===== config.mk =====
export PLATFORM = sky130hd
export DESIGN_NAME = segment_address_translator_core_flat
export DESIGN_NICKNAME = d
export VERILOG_FILES = /design/src/design/sat_pkg.sv /design/src/design/sat_if.sv /design/src/design/sat_ctrl.sv /design/src/design/sat_dpath.sv /design/src/design/segment_address_translator_core.sv /design/src/flat_wrapper.sv
export SDC_FILE = /design/constraint.sdc
export NUM_CORES = 1
export LEC_CHECK = 0
export ABC_AREA = 1
export BUFFER_PORTS_ARGS = -buffer_cell sky130_fd_sc_hd__buf_2
export CORE_MARGIN = 2
export CORE_UTILIZATION = 35
export CTS_CLUSTER_SIZE = 30
export DETAILED_ROUTE_END_ITERATION = 10
export MAX_ROUTING_LAYER = met4
export PLACE_DENSITY_LB_ADDON = 0.12
export SYNTH_ARGS = -nofsm -noshare
export SYNTH_HDL_FRONTEND = slang
export SYNTH_SLANG_ARGS = --single-unit

===== constraint.sdc =====
create_clock -name clk -period 5.88 [get_ports clk]
set_clock_uncertainty 0.1 [all_clocks]
set_input_delay 0.588 -clock clk [delete_from_list [all_inputs] [get_ports clk]]
set_output_delay 0.588 -clock clk [all_outputs]
set_load 0.03 [all_outputs]

===== src/design/sat_pkg.sv =====
package sat_pkg;

  localparam int SEGMENT_SLOTS_DEF = 8;
  localparam int MEMORY_BYTES_DEF = 65536;

  // Request command codes. Code 3 has no meaning and leaves all state alone.
  localparam logic [1:0] CMD_CLEAR = 2'd0;
  localparam logic [1:0] CMD_ADD   = 2'd1;
  localparam logic [1:0] CMD_XLATE = 2'd2;

  // Result status codes.
  localparam logic [2:0] STAT_OK         = 3'd0;
  localparam logic [2:0] STAT_TABLE_FULL = 3'd1;
  localparam logic [2:0] STAT_BAD_PARAMS = 3'd2;
  localparam logic [2:0] STAT_NO_SEGMENT = 3'd3;
  localparam logic [2:0] STAT_OVER_LIMIT = 3'd4;
  localparam logic [2:0] STAT_PROTECTION = 3'd5;

  localparam logic [31:0] CNT_MAX = 32'hFFFF_FFFF;

  typedef struct packed {
    logic [1:0]  command;
    logic [3:0]  segment_number;
    logic [15:0] base_address;
    logic [16:0] segment_limit;
    logic [16:0] offset;
    logic [2:0]  rights_mask;
  } sat_req_t;

  typedef struct packed {
    logic [2:0]  status;
    logic [16:0] physical_address;
    logic [2:0]  assigned_slot;
    logic [31:0] access_total;
    logic [31:0] segment_fault_total;
    logic [31:0] protection_error_total;
  } sat_rsp_t;

  typedef struct packed {
    logic load;
    logic commit;
  } sat_ctrl_t;

  function automatic logic [31:0] sat_inc(input logic [31:0] v);
    return (v == CNT_MAX) ? v : v + 32'd1;
  endfunction

endpackage


===== src/design/sat_if.sv =====
interface sat_req_if;
  logic               valid;
  logic               ready;
  sat_pkg::sat_req_t  data;

  modport source (output valid, output data, input ready);
  modport sink (input valid, input data, output ready);
endinterface

interface sat_rsp_if;
  logic               valid;
  logic               ready;
  sat_pkg::sat_rsp_t  data;

  modport source (output valid, output data, input ready);
  modport sink (input valid, input data, output ready);
endinterface


===== src/design/sat_ctrl.sv =====
module sat_ctrl (
  input  logic               clk,
  input  logic               rst_n,
  input  logic               in_valid,
  output logic               in_ready,
  output logic               out_valid,
  input  logic               out_ready,
  output sat_pkg::sat_ctrl_t ctrl
);
  import sat_pkg::*;

  typedef enum logic [1:0] {
    ST_IDLE = 2'b01,
    ST_EXEC = 2'b10
  } state_t;

  state_t state_r, state_nxt;
  logic   out_valid_r, out_valid_nxt;
  logic   in_fire;

  assign in_ready    = (state_r == ST_IDLE);
  assign in_fire     = in_valid && in_ready;
  assign ctrl.load   = in_fire;
  // The held request executes once the output register is free or being drained.
  assign ctrl.commit = (state_r == ST_EXEC) && (!out_valid_r || out_ready);
  assign out_valid   = out_valid_r;

  always_comb begin
    state_nxt = state_r;
    unique case (state_r)
      ST_IDLE: begin
        if (in_fire) begin
          state_nxt = ST_EXEC;
        end
      end
      ST_EXEC: begin
        if (ctrl.commit) begin
          state_nxt = ST_IDLE;
        end
      end
      default: begin
        state_nxt = ST_IDLE;
      end
    endcase
  end

  always_comb begin
    out_valid_nxt = out_valid_r;
    if (ctrl.commit) begin
      out_valid_nxt = 1'b1;
    end else if (out_ready) begin
      out_valid_nxt = 1'b0;
    end
  end

  always_ff @(posedge clk) begin
    if (!rst_n) begin
      state_r     <= ST_IDLE;
      out_valid_r <= 1'b0;
    end else begin
      state_r     <= state_nxt;
      out_valid_r <= out_valid_nxt;
    end
  end

  a_accept_to_exec: assert property (@(posedge clk) disable iff (!rst_n)
    in_fire |=> state_r == ST_EXEC)
    else $error("accepted request did not move the controller to execute");

  a_commit_shows_result: assert property (@(posedge clk) disable iff (!rst_n)
    ctrl.commit |=> out_valid_r)
    else $error("executed request did not produce a valid result");

  a_stall_holds_request: assert property (@(posedge clk) disable iff (!rst_n)
    (state_r == ST_EXEC && out_valid_r && !out_ready) |=> state_r == ST_EXEC)
    else $error("request left execute while the result was stalled");

endmodule


===== src/design/sat_dpath.sv =====
module sat_dpath #(
  parameter int SEGMENT_SLOTS = sat_pkg::SEGMENT_SLOTS_DEF,
  parameter int MEMORY_BYTES  = sat_pkg::MEMORY_BYTES_DEF
) (
  input  logic               clk,
  input  logic               rst_n,
  input  sat_pkg::sat_ctrl_t ctrl,
  input  sat_pkg::sat_req_t  req_data,
  output sat_pkg::sat_rsp_t  rsp_data
);
  import sat_pkg::*;

  localparam int IDX_W = (SEGMENT_SLOTS > 1) ? $clog2(SEGMENT_SLOTS) : 1;
  localparam int CNT_W = $clog2(SEGMENT_SLOTS + 1);
  localparam logic [CNT_W-1:0] SLOTS_C = CNT_W'(SEGMENT_SLOTS);
  localparam logic [17:0] MEM_LIM = 18'(MEMORY_BYTES);

  sat_req_t    req_r;
  sat_rsp_t    rsp_r, rsp_nxt;
  logic [15:0] seg_base_r   [SEGMENT_SLOTS];
  logic [16:0] seg_limit_r  [SEGMENT_SLOTS];
  logic [2:0]  seg_rights_r [SEGMENT_SLOTS];
  logic [CNT_W-1:0] seg_count_r, seg_count_nxt;
  logic [31:0] acc_r, acc_nxt;
  logic [31:0] fault_r, fault_nxt;
  logic [31:0] prot_r, prot_nxt;

  logic [IDX_W-1:0] rd_idx;
  logic [IDX_W-1:0] wr_idx;
  logic [4:0]       cnt_ext;
  logic             seg_missing;
  logic             tbl_we;
  logic [15:0]      sel_base;
  logic [16:0]      sel_limit;
  logic [2:0]       sel_rights;
  logic [17:0]      add_end;
  logic             add_bad;
  logic [16:0]      phys_sum;

  // Slots fill in order and clear all at once, so a slot is live exactly
  // when its number is below the fill count.
  assign cnt_ext     = 5'(seg_count_r);
  assign seg_missing = ({1'b0, req_r.segment_number} >= cnt_ext);
  assign rd_idx      = req_r.segment_number[IDX_W-1:0];
  assign wr_idx      = seg_count_r[IDX_W-1:0];
  assign sel_base    = seg_base_r[rd_idx];
  assign sel_limit   = seg_limit_r[rd_idx];
  assign sel_rights  = seg_rights_r[rd_idx];
  assign add_end     = 18'(req_r.base_address) + 18'(req_r.segment_limit);
  assign add_bad     = (req_r.segment_limit == 17'd0) || (add_end > MEM_LIM);
  assign phys_sum    = {1'b0, sel_base} + req_r.offset;

  always_comb begin
    seg_count_nxt = seg_count_r;
    acc_nxt       = acc_r;
    fault_nxt     = fault_r;
    prot_nxt      = prot_r;
    tbl_we        = 1'b0;
    rsp_nxt       = '0;
    unique case (req_r.command)
      CMD_CLEAR: begin
        seg_count_nxt = '0;
        acc_nxt       = '0;
        fault_nxt     = '0;
        prot_nxt      = '0;
      end
      CMD_ADD: begin
        if (seg_count_r >= SLOTS_C) begin
          rsp_nxt.status = STAT_TABLE_FULL;
        end else if (add_bad) begin
          rsp_nxt.status = STAT_BAD_PARAMS;
        end else begin
          tbl_we                = 1'b1;
          seg_count_nxt         = seg_count_r + 1'b1;
          rsp_nxt.assigned_slot = cnt_ext[2:0];
        end
      end
      CMD_XLATE: begin
        acc_nxt = sat_inc(acc_r);
        if (seg_missing) begin
          rsp_nxt.status = STAT_NO_SEGMENT;
          fault_nxt      = sat_inc(fault_r);
        end else if (req_r.offset > sel_limit) begin
          rsp_nxt.status = STAT_OVER_LIMIT;
          fault_nxt      = sat_inc(fault_r);
        end else if ((sel_rights & req_r.rights_mask) == 3'd0) begin
          rsp_nxt.status = STAT_PROTECTION;
          prot_nxt       = sat_inc(prot_r);
        end else begin
          rsp_nxt.physical_address = phys_sum;
        end
      end
      default: begin
      end
    endcase
    rsp_nxt.access_total           = acc_nxt;
    rsp_nxt.segment_fault_total    = fault_nxt;
    rsp_nxt.protection_error_total = prot_nxt;
  end

  always_ff @(posedge clk) begin
    if (!rst_n) begin
      seg_count_r <= '0;
      acc_r       <= '0;
      fault_r     <= '0;
      prot_r      <= '0;
    end else if (ctrl.commit) begin
      seg_count_r <= seg_count_nxt;
      acc_r       <= acc_nxt;
      fault_r     <= fault_nxt;
      prot_r      <= prot_nxt;
    end
  end

  always_ff @(posedge clk) begin
    if (ctrl.load) begin
      req_r <= req_data;
    end
    if (ctrl.commit) begin
      rsp_r <= rsp_nxt;
    end
    if (ctrl.commit && tbl_we) begin
      seg_base_r[wr_idx]   <= req_r.base_address;
      seg_limit_r[wr_idx]  <= req_r.segment_limit;
      seg_rights_r[wr_idx] <= req_r.rights_mask;
    end
  end

  assign rsp_data = rsp_r;

  a_count_bound: assert property (@(posedge clk) disable iff (!rst_n)
    seg_count_r <= SLOTS_C)
    else $error("segment fill count exceeds the table size");

  a_clear_empties: assert property (@(posedge clk) disable iff (!rst_n)
    (ctrl.commit && req_r.command == CMD_CLEAR)
      |=> (seg_count_r == '0 && acc_r == '0 && fault_r == '0 && prot_r == '0))
    else $error("clear request left table or counters nonzero");

  a_add_fills_slot: assert property (@(posedge clk) disable iff (!rst_n)
    (ctrl.commit && req_r.command == CMD_ADD && rsp_nxt.status == STAT_OK)
      |=> seg_count_r == CNT_W'($past(seg_count_r) + 1'b1))
    else $error("successful add did not advance the fill count");

endmodule


===== src/design/segment_address_translator_core.sv =====
// Segment base/limit address translator.
// Requests arrive on in_req (valid/ready); each carries a command: clear the
// segment table and counters, add a segment (base, limit, rights) in the next
// free slot, or translate a segment number and offset for an access kind.
// Every request gives exactly one result on out_rsp (valid/ready) with a
// status code, the physical address, the assigned slot and the three
// saturating access, fault and protection counters after the update.
// A request accepted into the request register executes in the execute state and
// its result is then registered in the output register.
// A new request is taken only once the last one has executed, set by the
// controller's capture-then-execute sequence: idle takes it, execute runs it.
// The result sits in an output register: a new request is accepted while the
// previous result waits. When the receiver stalls, the captured request waits
// in execute until the output register is drained, and in_req.ready stays low.
// Reset (synchronous, active low) empties the table and zeroes the counters;
// no clearing pass is needed, the block accepts requests right after reset.
module segment_address_translator_core #(
  parameter int SEGMENT_SLOTS = sat_pkg::SEGMENT_SLOTS_DEF,
  parameter int MEMORY_BYTES  = sat_pkg::MEMORY_BYTES_DEF
) (
  input  logic      clk,
  input  logic      rst_n,
  sat_req_if.sink   in_req,
  sat_rsp_if.source out_rsp
);
  import sat_pkg::*;

  sat_ctrl_t ctrl;
  logic      in_ready;
  logic      out_valid;
  sat_rsp_t  rsp_data;

  sat_ctrl u_ctrl (
    .clk       (clk),
    .rst_n     (rst_n),
    .in_valid  (in_req.valid),
    .in_ready  (in_ready),
    .out_valid (out_valid),
    .out_ready (out_rsp.ready),
    .ctrl      (ctrl)
  );

  sat_dpath #(
    .SEGMENT_SLOTS (SEGMENT_SLOTS),
    .MEMORY_BYTES  (MEMORY_BYTES)
  ) u_dpath (
    .clk      (clk),
    .rst_n    (rst_n),
    .ctrl     (ctrl),
    .req_data (in_req.data),
    .rsp_data (rsp_data)
  );

  assign in_req.ready  = in_ready;
  assign out_rsp.valid = out_valid;
  assign out_rsp.data  = rsp_data;

endmodule


===== src/flat_wrapper.sv =====
// flat-port wrapper written by rule: the top's interface ports become plain ports
module segment_address_translator_core_flat import sat_pkg::*;
#(
  parameter int SEGMENT_SLOTS = sat_pkg::SEGMENT_SLOTS_DEF,
  parameter int MEMORY_BYTES  = sat_pkg::MEMORY_BYTES_DEF
)
  (clk, rst_n, in_req_valid, in_req_data, in_req_ready, out_rsp_valid, out_rsp_data, out_rsp_ready);
  sat_req_if in_req_i ();
  sat_rsp_if out_rsp_i ();
  input  logic clk;
  input  logic rst_n;
  input wire logic [$bits(in_req_i.valid)-1:0] in_req_valid;
  input wire logic [$bits(in_req_i.data)-1:0] in_req_data;
  output wire logic [$bits(in_req_i.ready)-1:0] in_req_ready;
  output wire logic [$bits(out_rsp_i.valid)-1:0] out_rsp_valid;
  output wire logic [$bits(out_rsp_i.data)-1:0] out_rsp_data;
  input wire logic [$bits(out_rsp_i.ready)-1:0] out_rsp_ready;
  assign in_req_i.valid = in_req_valid;
  assign in_req_i.data = in_req_data;
  assign in_req_ready = in_req_i.ready;
  assign out_rsp_valid = out_rsp_i.valid;
  assign out_rsp_data = out_rsp_i.data;
  assign out_rsp_i.ready = out_rsp_ready;
  segment_address_translator_core #(.SEGMENT_SLOTS(SEGMENT_SLOTS), .MEMORY_BYTES(MEMORY_BYTES)) u_core (.clk(clk), .rst_n(rst_n), .in_req(in_req_i), .out_rsp(out_rsp_i));
endmodule

==> results of run 1 <==
==> placed cells by master, fill, tap and decap left out, drive strengths merged, types with 4 or more instances in the layout <==
cell type,count
edfxtp,466
nand2,443
o21ai,369
nor2,358
inv,331
buf,215
a21oi,139
nand3,130
dfxtp,106
clkbuf,86
ha,61
nor3,51
nand4,43
o22ai,36
xor2,33
clkinv,25
nor4,19
a31oi,18
o211ai,17
o221ai,16
nand3b,5
nor3b,5
bufinv,5
or2,4
==> path summary, 6_finish.rpt <==
check                                                         from                                          to  slack, ns  cells after the start
worst max-delay path                                          flop  u_core.u_dpath.rsp_data[115]$_SDFFCE_PP0P_       1.38                     20
worst min-delay path                               in_req_data[41]          u_core.u_dpath.req_r[41]$_DFFE_PP_       0.05                      1
worst max register to register                                flop  u_core.u_dpath.rsp_data[115]$_SDFFCE_PP0P_       1.38                     20
worst min register to register  u_core.u_dpath.rd_idx[2]$_DFFE_PP_                                        flop       0.40                      2
==> critical path: stages (launching register included) <==
cell and delay [ns]:
dfxtp_4 0.44, inv_4 0.65, buf_4 0.33, nor2_1 0.06, o22ai_1 0.17, nor2_1 0.06
a31oi_1 0.17, ha_1 0.19, inv_1 0.05, fa_1 0.35, inv_1 0.10, nand3_1 0.07
nand2_1 0.10, a21boi_1 0.09, o21ai_0 0.27, a21boi_0 0.23, o21ai_1 0.31, nand2_1 0.13
o21ai_1 0.16, o21ai_0 0.09, a21oi_1 0.19
==> power groups by stage <==
stage	Clock [W]	Combinational (W)	Sequential, W
final	0.00404	0.000995	0.00455
after global routing	0.00432	0.00113	0.00456
after CTS	0.00415	0.00101	0.00455
after detailed placement	0	0.00100	0.00464
after global placement	0	0.000990	0.00464
after floorplan	0	0.000692	0.00460
==> cells by family after synthesis <==
| group | after synthesis |
|---|---|
| adder cells (fa/ha/maj) | 63 |
| AO/OA/AOI/OAI | 609 |
| AND/OR/NAND/NOR | 1060 |
| XOR/XNOR | 36 |
| flip-flops | 572 |
| buffers and inverters | 440 |
==> routing by layer <==
layer  vias up  part of all wire
met5         -                 0
met4         0             0.020
met3        94             0.047
met2       502              0.48
met1      9703              0.45
li1       9950                 -
==> state kept, by name, indices dropped and copies added (netlist names), named ones only <==
register                     cells
u_core.u_dpath.acc_r            32
u_core.u_dpath.prot_r           32
u_core.u_dpath.seg_base_r      128
u_core.u_dpath.rd_idx            3
u_core.u_dpath.fault_r          32
u_core.u_dpath.rsp_data        119
u_core.u_dpath.seg_limit_r     136
u_core.u_dpath.req_r            56
u_core.u_dpath.seg_rights_r     24
u_core.u_ctrl.out_valid          1
u_core.u_dpath.seg_count_r       4
u_core.u_ctrl.state_r            2
==> final cells by class <==
class	count	area share
Tap cell	1030	0.0416
Clock inverter	34	0.0104
Timing Repair Buffer	215	0.0381
Antenna cell	3	0.000242
Inverter	329	0.0401
Sequential cell	572	0.520
Clock buffer	86	0.0574
Multi-Input combinational cell	1768	0.292
==> stage by stage <==
| stage | utilization | instance area, µm² |
|---|---|---|
| after floorplan | - | 26800 |
| after global placement | 0.380 | 28900 |
| after detailed placement | 0.380 | 28900 |
| after CTS | 0.408 | 31000 |
| after global routing | 0.408 | 31000 |
| final | 0.408 | 31000 |
==> flow_summary.json, run 1 <==
{
  "p_seq_frac": 0.475,
  "port_buffers": 183,
  "endpoint_kind": "flop",
  "grtUsageMet2": 0.338,
  "vdd_ir_drop_max_mv": 0.179,
  "synthToLayoutAreaGrowth_pct": 15.5,
  "hpwlAfterDp_um": 51600,
  "htree_levels": 3,
  "fin_crit_sh": 0.765,
  "yosysMostFrequentCell": "edfxtp_1",
  "ys_top_cells_by_count": "edfxtp_1, nand2_1, nor2_1",
  "use_met3": 0.0295,
  "drtIter0Drc": 1558,
  "power.switching_w": 0.00246,
  "synth-edff-count": 466,
  "busiest_layer": "met2",
  "die_y_um": 281,
  "routedWlPerCell_um": 19.3,
  "tightest_slew_ns": 1.17,
  "ys.flop_type": "edfxtp_1",
  "drv_cap": 0,
  "syn_avg_cell_area_um2": 9.65,
  "synthArstFlopShare": 0,
  "hold_viol": 0,
  "dp.cells": 3914,
  "routed_wl_um": 77900,
  "final_cells": 4037,
  "drive_gt1_frac": 0.127,
  "multiInputGateArea_mm2": 0.00905,
  "cp-start-kind": "flop",
  "layout_min_cycle_time_ns": 4.50,
  "rsz0062_at_grt": "no",
  "grt_max_degree": 121,
  "viasPerCell": 5.02,
  "start_util": 0.353,
  "cts_max_path_buffers": 3,
  "synthAdderAreaFrac": 0.0299,
  "ant_nets": 0,
  "worstSkewPairLatency_ns": 0.61,
  "cts_resized": 0,
  "cts_tree": "built",
  "clock_sinks": 572,
  "detail_route.first_pass.iterations": 5,
  "ys_warn_count": 0,
  "synth_top_family_by_area": "simple AND/OR/NAND/NOR gates",
  "whs_ns": 0.0481,
  "fin_ws_ns": 1.38,
  "worstPathMaxFanout": 91,
  "hp-class": "input pin to flop",
  "antenna_found_initial": 5,
  "synth.largest_area_cell": "edfxtp_1",
  "grt_pass1_wl_um": 118000,
  "synth.area.top_cells": "edfxtp_1, dfxtp_1, nand2_1, o21ai_0, nor2_1",
  "clkPwrFrac": 0.421,
  "cts_root_buf": "clkbuf_16",
  "grt_pass1_vias": 19700,
  "postCtsHoldBufs": 0,
  "regArea_mm2": 0.0161,
  "n_fill_cell": 7494,
  "drc": 0,
  "status": "complete, no violations",
  "gp_congestion": 0.884,
  "synth_area_mm2": 0.0268,
  "yosys.area_share.simple": 0.172,
  "synthXorXnorAreaFrac": 0.0118,
  "fmax_ghz": 0.222,
  "numCtsBuffers": 67,
  "synthCells": 2780,
  "relSlewSlack": 0.222,
  "setup_viol": 0,
  "io_pins": 184,
  "pwr-share-comb": 0.104,
  "pre_cts_slack_ns": 1.36,
  "path_clk_slew_ns": 0.06,
  "ys_ff_latch": 572,
  "p_int_w": 0.00712,
  "fin_total_pwr_w": 0.00958,
  "p_leak_nw": 12.1,
  "critPathKind": "flop to flop",
  "fp-row-count": 101,
  "dieArea_mm2": 0.0789,
  "grtUsageTotal": 0.202,
  "grtUsageMet1": 0.257,
  "ys_seq_area_frac": 0.601,
  "worstPathRequired_ns": 6.21,
  "post_cts_buffers": 0,
  "fin_tns_setup_ns": 0,
  "synth_compound_area_frac": 0.122,
  "netSwitchingFraction": 0.257,
  "p_per_area_mw_per_mm2": 309,
  "core_mm2": 0.0759,
  "ys_types": 51,
  "synth_top_area_frac": 0.522,
  "synthMuxAreaShare": 0,
  "syn-num-nets": 2906,
  "grt_remaining_overflow": 0,
  "vias": 20200,
  "fp.dieW_um": 281,
  "slew_violations": 0,
  "crit_arrival_ns": 4.83,
  "final_nets": 3079
}
Power figures use the tool's default switching activity.
==> run 2: changes to the inputs <==
Clock period 5.88 ns to 4.1 ns, I/O delays scaled along.
==> run 2 against run 1 <==
Compared with the run above: hold slack better by 0.064 ns; largest cell class unchanged; count of clock-buffer cells in the layout down 3; sequential power up 43%; die area unchanged; setup slack worse by 1.1 ns; core utilization up 1.8 points.
==> flow_summary.json, run 2 (synthesis gave the netlist of run 1 again) <==
{
  "rsz0062_at_grt": "yes",
  "layout_min_cycle_time_ns": 3.78,
  "detail_route.first_pass.iterations": 7,
  "drv_cap": 0,
  "worstSkewPairLatency_ns": 0.61,
  "holdCritStartpoint": "in_req_valid",
  "multiInputGateArea_mm2": 0.00912,
  "crit_slowest_cell": "dfxtp_4",
  "status": "complete, no violations",
  "core_mm2": 0.0759,
  "vias": 20800,
  "worstReg2RegEnd": "u_core.u_dpath.rsp_data[101]$_SDFFCE_PP0P_",
  "final_nets": 3180,
  "slew_violations": 0,
  "endpoint_kind": "flop",
  "hold-path-endpoint": "u_core.u_ctrl.state_r[1]$_SDFFE_PN0P_",
  "synthToLayoutAreaGrowth_pct": 20.7,
  "routedWlPerCell_um": 18.9,
  "cts_tree": "built",
  "io_pins": 184,
  "fmax_ghz": 0.264,
  "regMostFlops": "u_core.u_dpath.seg_limit_r",
  "relSlewSlack": 0.224,
  "htree_levels": 3,
  "layout_commonest_cell": "edfxtp_1",
  "r2r_cells": 18,
  "grt_pass1_wl_um": 118000,
  "hold_viol": 0,
  "p_leak_nw": 12.7,
  "layout_common_cells": "edfxtp_1, nand2_1, nor2_1, o21ai_0, inv_1",
  "utilization": 0.426,
  "drive_gt1_frac": 0.142,
  "fp.dieW_um": 281,
  "clock_sinks": 572,
  "grt_remaining_overflow": 0,
  "path_cells": "buf_16 -> o21ai_0 -> o22ai_1 -> o21ai_0 -> buf_4 -> ha_1 -> nand2_1 -> nor2_1 -> o21ai_1 -> nand2_1 -> nand2_1 -> nand3_1 -> nand2_2 -> nand3_1 -> nor2_1 -> buf_4 -> o21ai_0 -> a21oi_2",
  "ant_nets": 0,
  "largest_reg_flops": 136,
  "n_fill_cell": 7358,
  "drtIter0Drc": 1658,
  "dieArea_mm2": 0.0789,
  "fin_tns_setup_ns": 0,
  "reg2reg_slack_ns": 0.32,
  "grt_max_degree": 181,
  "start_util": 0.353,
  "port_buffers": 183,
  "worst_path_largest_cell_delay_ns": 0.45,
  "path_clk_slew_ns": 0.06,
  "cts_root_buf": "clkbuf_16",
  "regArea_mm2": 0.0161,
  "tightest_slew_ns": 1.16,
  "worstPathMaxFanout": 50,
  "crit_arrival_ns": 4.08,
  "numCtsBuffers": 68,
  "cts_max_path_buffers": 3,
  "die_y_um": 281,
  "vdd_ir_drop_max_mv": 0.282,
  "antenna_found_initial": 0,
  "gp_congestion": 0.874,
  "fp-row-count": 101,
  "drc": 0,
  "viasPerCell": 5.02,
  "grtUsageTotal": 0.202,
  "critPathKind": "flop to flop",
  "p_per_area_mw_per_mm2": 442,
  "cp-start-kind": "flop",
  "fin_crit_sh": 0.923,
  "hp-class": "input pin to flop",
  "routed_wl_um": 78400,
  "hpwlAfterDp_um": 51800,
  "worstPathRequired_ns": 4.39,
  "grt_pass1_vias": 19900,
  "setup_viol": 0,
  "whs_path_depth": 3
}
[run 2: repair_timing]
action,in CTS,in global routing
endpoints found under the hold margin,62,0
setup endpoints to repair,0,292
setup buffers,0,6
resized for setup,0,23
hold buffers,60,0
[run 2: critical path, delay by kind of cell, from the launching register on]
kind | cells | cell delay (ns)
and+or+nand+nor | 8 | 1.16
AOI/OAI and AO/OA | 6 | 0.93
DFF | 1 | 0.45
adders and majority gates | 1 | 0.27
buffers and inverters | 3 | 0.60
[run 2: power by group]
group / switching (W) / internal [W] / leakage (nW)
Combinational: 0.00104 / 0.000548 / 6.47
Sequential: 0.000132 / 0.00638 / 5.11
Clock: 0.00249 / 0.00371 / 1.11
Total: 0.00367 / 0.0106 / 12.7
[run 2: layout make-up]
cell class,count,area share
Timing Repair Buffer,315,0.0719
Sequential cell,572,0.498
Inverter,329,0.0384
Tap cell,1030,0.0398
Multi-Input combinational cell,1768,0.282
Clock buffer,83,0.0553
Antenna cell,1,0.0000773
Clock inverter,42,0.0151
[run 2: stage by stage]
stage,setup slack [ns],hold WS (ns),power [W],std cells,instance area [µm²]
after global placement,0.125,0.428,0.00815,3946,29300
after CTS,0.0547,0.0746,0.0145,4131,32200
after global routing,-0.0346,0.132,0.0149,4139,32400
after floorplan,-1.09,0.349,0.00759,2780,26900
final,0.315,0.112,0.0143,4140,32400
after detailed placement,0.0779,0.441,0.00817,3946,29300
[run 2: worst max-delay path by stage]
stage | slack (ns) | start | endpoint | cells past startpoint
2_1_floorplan | -1.09 | u_core.u_dpath.req_r[20]$_DFFE_PP_ | u_core.u_dpath.seg_base_r[3][0]$_DFFE_PP_ | 18
4_1_cts | 0.05 | u_core.u_dpath.req_r[20]$_DFFE_PP_ | u_core.u_dpath.seg_limit_r[0][9]$_DFFE_PP_ | 19
6_report | 0.32 | flop | u_core.u_dpath.rsp_data[101]$_SDFFCE_PP0P_ | 18
3_3_place_gp | 0.12 | u_core.u_dpath.req_r[20]$_DFFE_PP_ | u_core.u_dpath.seg_limit_r[0][5]$_DFFE_PP_ | 19
3_5_place_dp | 0.08 | u_core.u_dpath.req_r[20]$_DFFE_PP_ | u_core.u_dpath.seg_limit_r[0][3]$_DFFE_PP_ | 19
5_1_grt | -0.03 | flop | u_core.u_dpath.rsp_data[9]$_DFFE_PP_ | 20
[run 2: routing by layer]
layer	share of wire	vias to the layer above	GRT usage	wire, µm
li1	-	10200	-	-
met1	0.45	9933	0.266	35600
met2	0.47	552	0.325	36900
met3	0.047	125	0.0255	3690
met4	0.028	0	0.0618	2160
met5	0	-	-	0
==> run 3: changes to the inputs <==
Settings changed: CORE_ASPECT_RATIO from default to 0.75.
==> run 3 against run 2 <==
Compared with the run above: sequential share of layout area shrank 0.17 points; largest power group unchanged; first-iteration DRC count grew 25%; combinational power grew 9%; core utilization grew 0.38 points; hold slack lost 0.044 ns.
==> flow_summary.json, run 3 (synthesis gave the netlist of run 1 again) <==
{
  "cts_max_path_buffers": 3,
  "largest_reg_flops": 136,
  "drtIter0Drc": 2073,
  "path_delay_family": "compound AO/OA/AOI/OAI gates",
  "worst_path_largest_cell_delay_ns": 0.35,
  "fin_crit_sh": 0.929,
  "numCtsBuffers": 60,
  "path_cells": "clkinv_1 -> buf_12 -> nor2_1 -> o21ai_0 -> a31oi_2 -> ha_1 -> inv_1 -> fa_1 -> inv_1 -> nand3_1 -> nand2_1 -> a21boi_1 -> o21ai_0 -> a21boi_0 -> o21ai_1 -> nand2_1 -> nand2_1 -> o21ai_0 -> a21oi_1",
  "htree_levels": 2,
  "fp.dieW_um": 324,
  "hpwlAfterDp_um": 54900,
  "holdCritStartpoint": "in_req_data[53]",
  "start_util": 0.355,
  "drc": 0,
  "drv_cap": 0,
  "grt_remaining_overflow": 0,
  "die_y_um": 244,
  "port_buffers": 183,
  "layout_min_cycle_time_ns": 3.81,
  "worstPathRequired_ns": 4.46,
  "synthToLayoutAreaGrowth_pct": 21.1,
  "setup_viol": 0,
  "crit_arrival_ns": 4.16,
  "p_leak_nw": 12.8,
  "grt_pass1_vias": 20000,
  "cts_tree": "built",
  "vdd_ir_drop_max_mv": 0.314,
  "io_pins": 184,
  "grt_pass1_wl_um": 123000,
  "antenna_found_initial": 3,
  "slew_violations": 0,
  "regMostFlops": "u_core.u_dpath.seg_limit_r",
  "gp_congestion": 0.897,
  "grt_max_degree": 181,
  "critPathKind": "flop to flop",
  "pre_cts_slack_ns": 0.0297,
  "status": "complete, no violations",
  "path_clk_slew_ns": 0.06,
  "n_fill_cell": 7402,
  "relSlewSlack": 0.344,
  "p_int_w": 0.0104,
  "routed_wl_um": 82000,
  "final_nets": 3207,
  "netSwitchingFraction": 0.258,
  "cts_root_buf": "clkbuf_16",
  "fmax_ghz": 0.263,
  "routedWlPerCell_um": 19.7,
  "dieArea_mm2": 0.0789,
  "hp-class": "input pin to flop",
  "grtUsageTotal": 0.211,
  "utilization": 0.430,
  "worstPathMaxFanout": 37,
  "tightest_slew_ns": 0.975,
  "rsz0062_at_grt": "no",
  "clkPwrFrac": 0.414,
  "drive_gt1_frac": 0.151,
  "p_seq_frac": 0.463,
  "vias": 21100,
  "layout_common_cells": "edfxtp_1, nand2_1, nor2_1, o21ai_0, inv_1",
  "worstSkewPairLatency_ns": 0.64,
  "ant_nets": 0,
  "p_per_area_mw_per_mm2": 431,
  "fp-row-count": 87,
  "layout_commonest_cell": "edfxtp_1",
  "clock_sinks": 572,
  "hold_viol": 0,
  "endpoint_kind": "flop",
  "power.switching_w": 0.00362,
  "core_mm2": 0.0755,
  "crit_slowest_cell": "dfxtp_2",
  "pwr-share-comb": 0.123,
  "detail_route.first_pass.iterations": 5,
  "viasPerCell": 5.07,
  "cp_num_buf_inv": 4,
  "cp-start-kind": "flop",
  "fin_ws_ns": 0.292
}
-- run 3: cell count changes in the layout (fill, tap and decap cells not counted), sizes merged --
cell	before	now
dlygate4sd3	60	59
bufinv	9	10
buf	253	288
clkinvlp	4	1
clkbuf	85	77
diode	1	2
clkinv	25	29
inv	333	329
-- run 3: timing repair --
| action | in CTS | in global routing |
|---|---|---|
| pin swaps | 0 | 2 |
| hold buffers | 59 | 0 |
| gates resized for setup | 1 | 23 |
| buffers inserted | 0 | 6 |
| hold endpoints to repair | 63 | 0 |
| gates cloned | 0 | 3 |
| setup endpoints to repair | 1 | 339 |
-- run 3: final cells by class --
cell class / count / area, µm² / share of cell area
flip-flops and latches: 572 / 16100 / 0.496
multi-input cells: 1768 / 9130 / 0.281
repair buffers: 350 / 2620 / 0.0808
clock buffers: 74 / 1610 / 0.0494
well taps: 1023 / 1280 / 0.0394
inverters: 329 / 1250 / 0.0384
clock inverters: 40 / 482 / 0.0148
diodes: 2 / 5.00 / 0.000154
-- run 3: per-layer routing --
layer / up-vias / wire [µm] / global-route usage
met4: 0 / 1230 / 0.0410
met1: 10200 / 41800 / 0.321
met5: - / 0 / -
li1: 10200 / - / -
met2: 617 / 33800 / 0.294
met3: 84 / 5160 / 0.0327
-- run 3: power groups by stage --
stage / Clock, W / Combinational [W] / Sequential, W
finish: 0.00580 / 0.00173 / 0.00648
global route: 0.00620 / 0.00193 / 0.00649
CTS: 0.00596 / 0.00169 / 0.00649
detailed placement: 0 / 0.00164 / 0.00661
global placement: 0 / 0.00162 / 0.00661
floorplan: 0 / 0.000993 / 0.00660
-- run 3: per-stage QoR --
step	TNS, ns	instance area [µm²]	total power, W	std cells	hold slack [ns]
floorplan	-91.58	26900	0.00759	2780	0.349
global placement	0	29600	0.00823	3974	0.410
detailed placement	0	29600	0.00825	3974	0.388
CTS	0	32300	0.0141	4147	0.00294
global route	0	32500	0.0146	4158	0.0174
finish	0	32500	0.0140	4158	0.0676
-- run 3: worst paths after layout --
| check | to | cells after the start | slack (ns) |
|---|---|---|---|
| setup reg to reg | u_core.u_dpath.rsp_data[113]$_SDFFCE_PP0P_ | 19 | 0.29 |
| hold reg to reg | flop | 2 | 0.40 |
| hold / removal | u_core.u_dpath.rd_idx[0]$_DFFE_PP_ | 1 | 0.07 |
| setup / recovery | u_core.u_dpath.rsp_data[113]$_SDFFCE_PP0P_ | 19 | 0.29 |
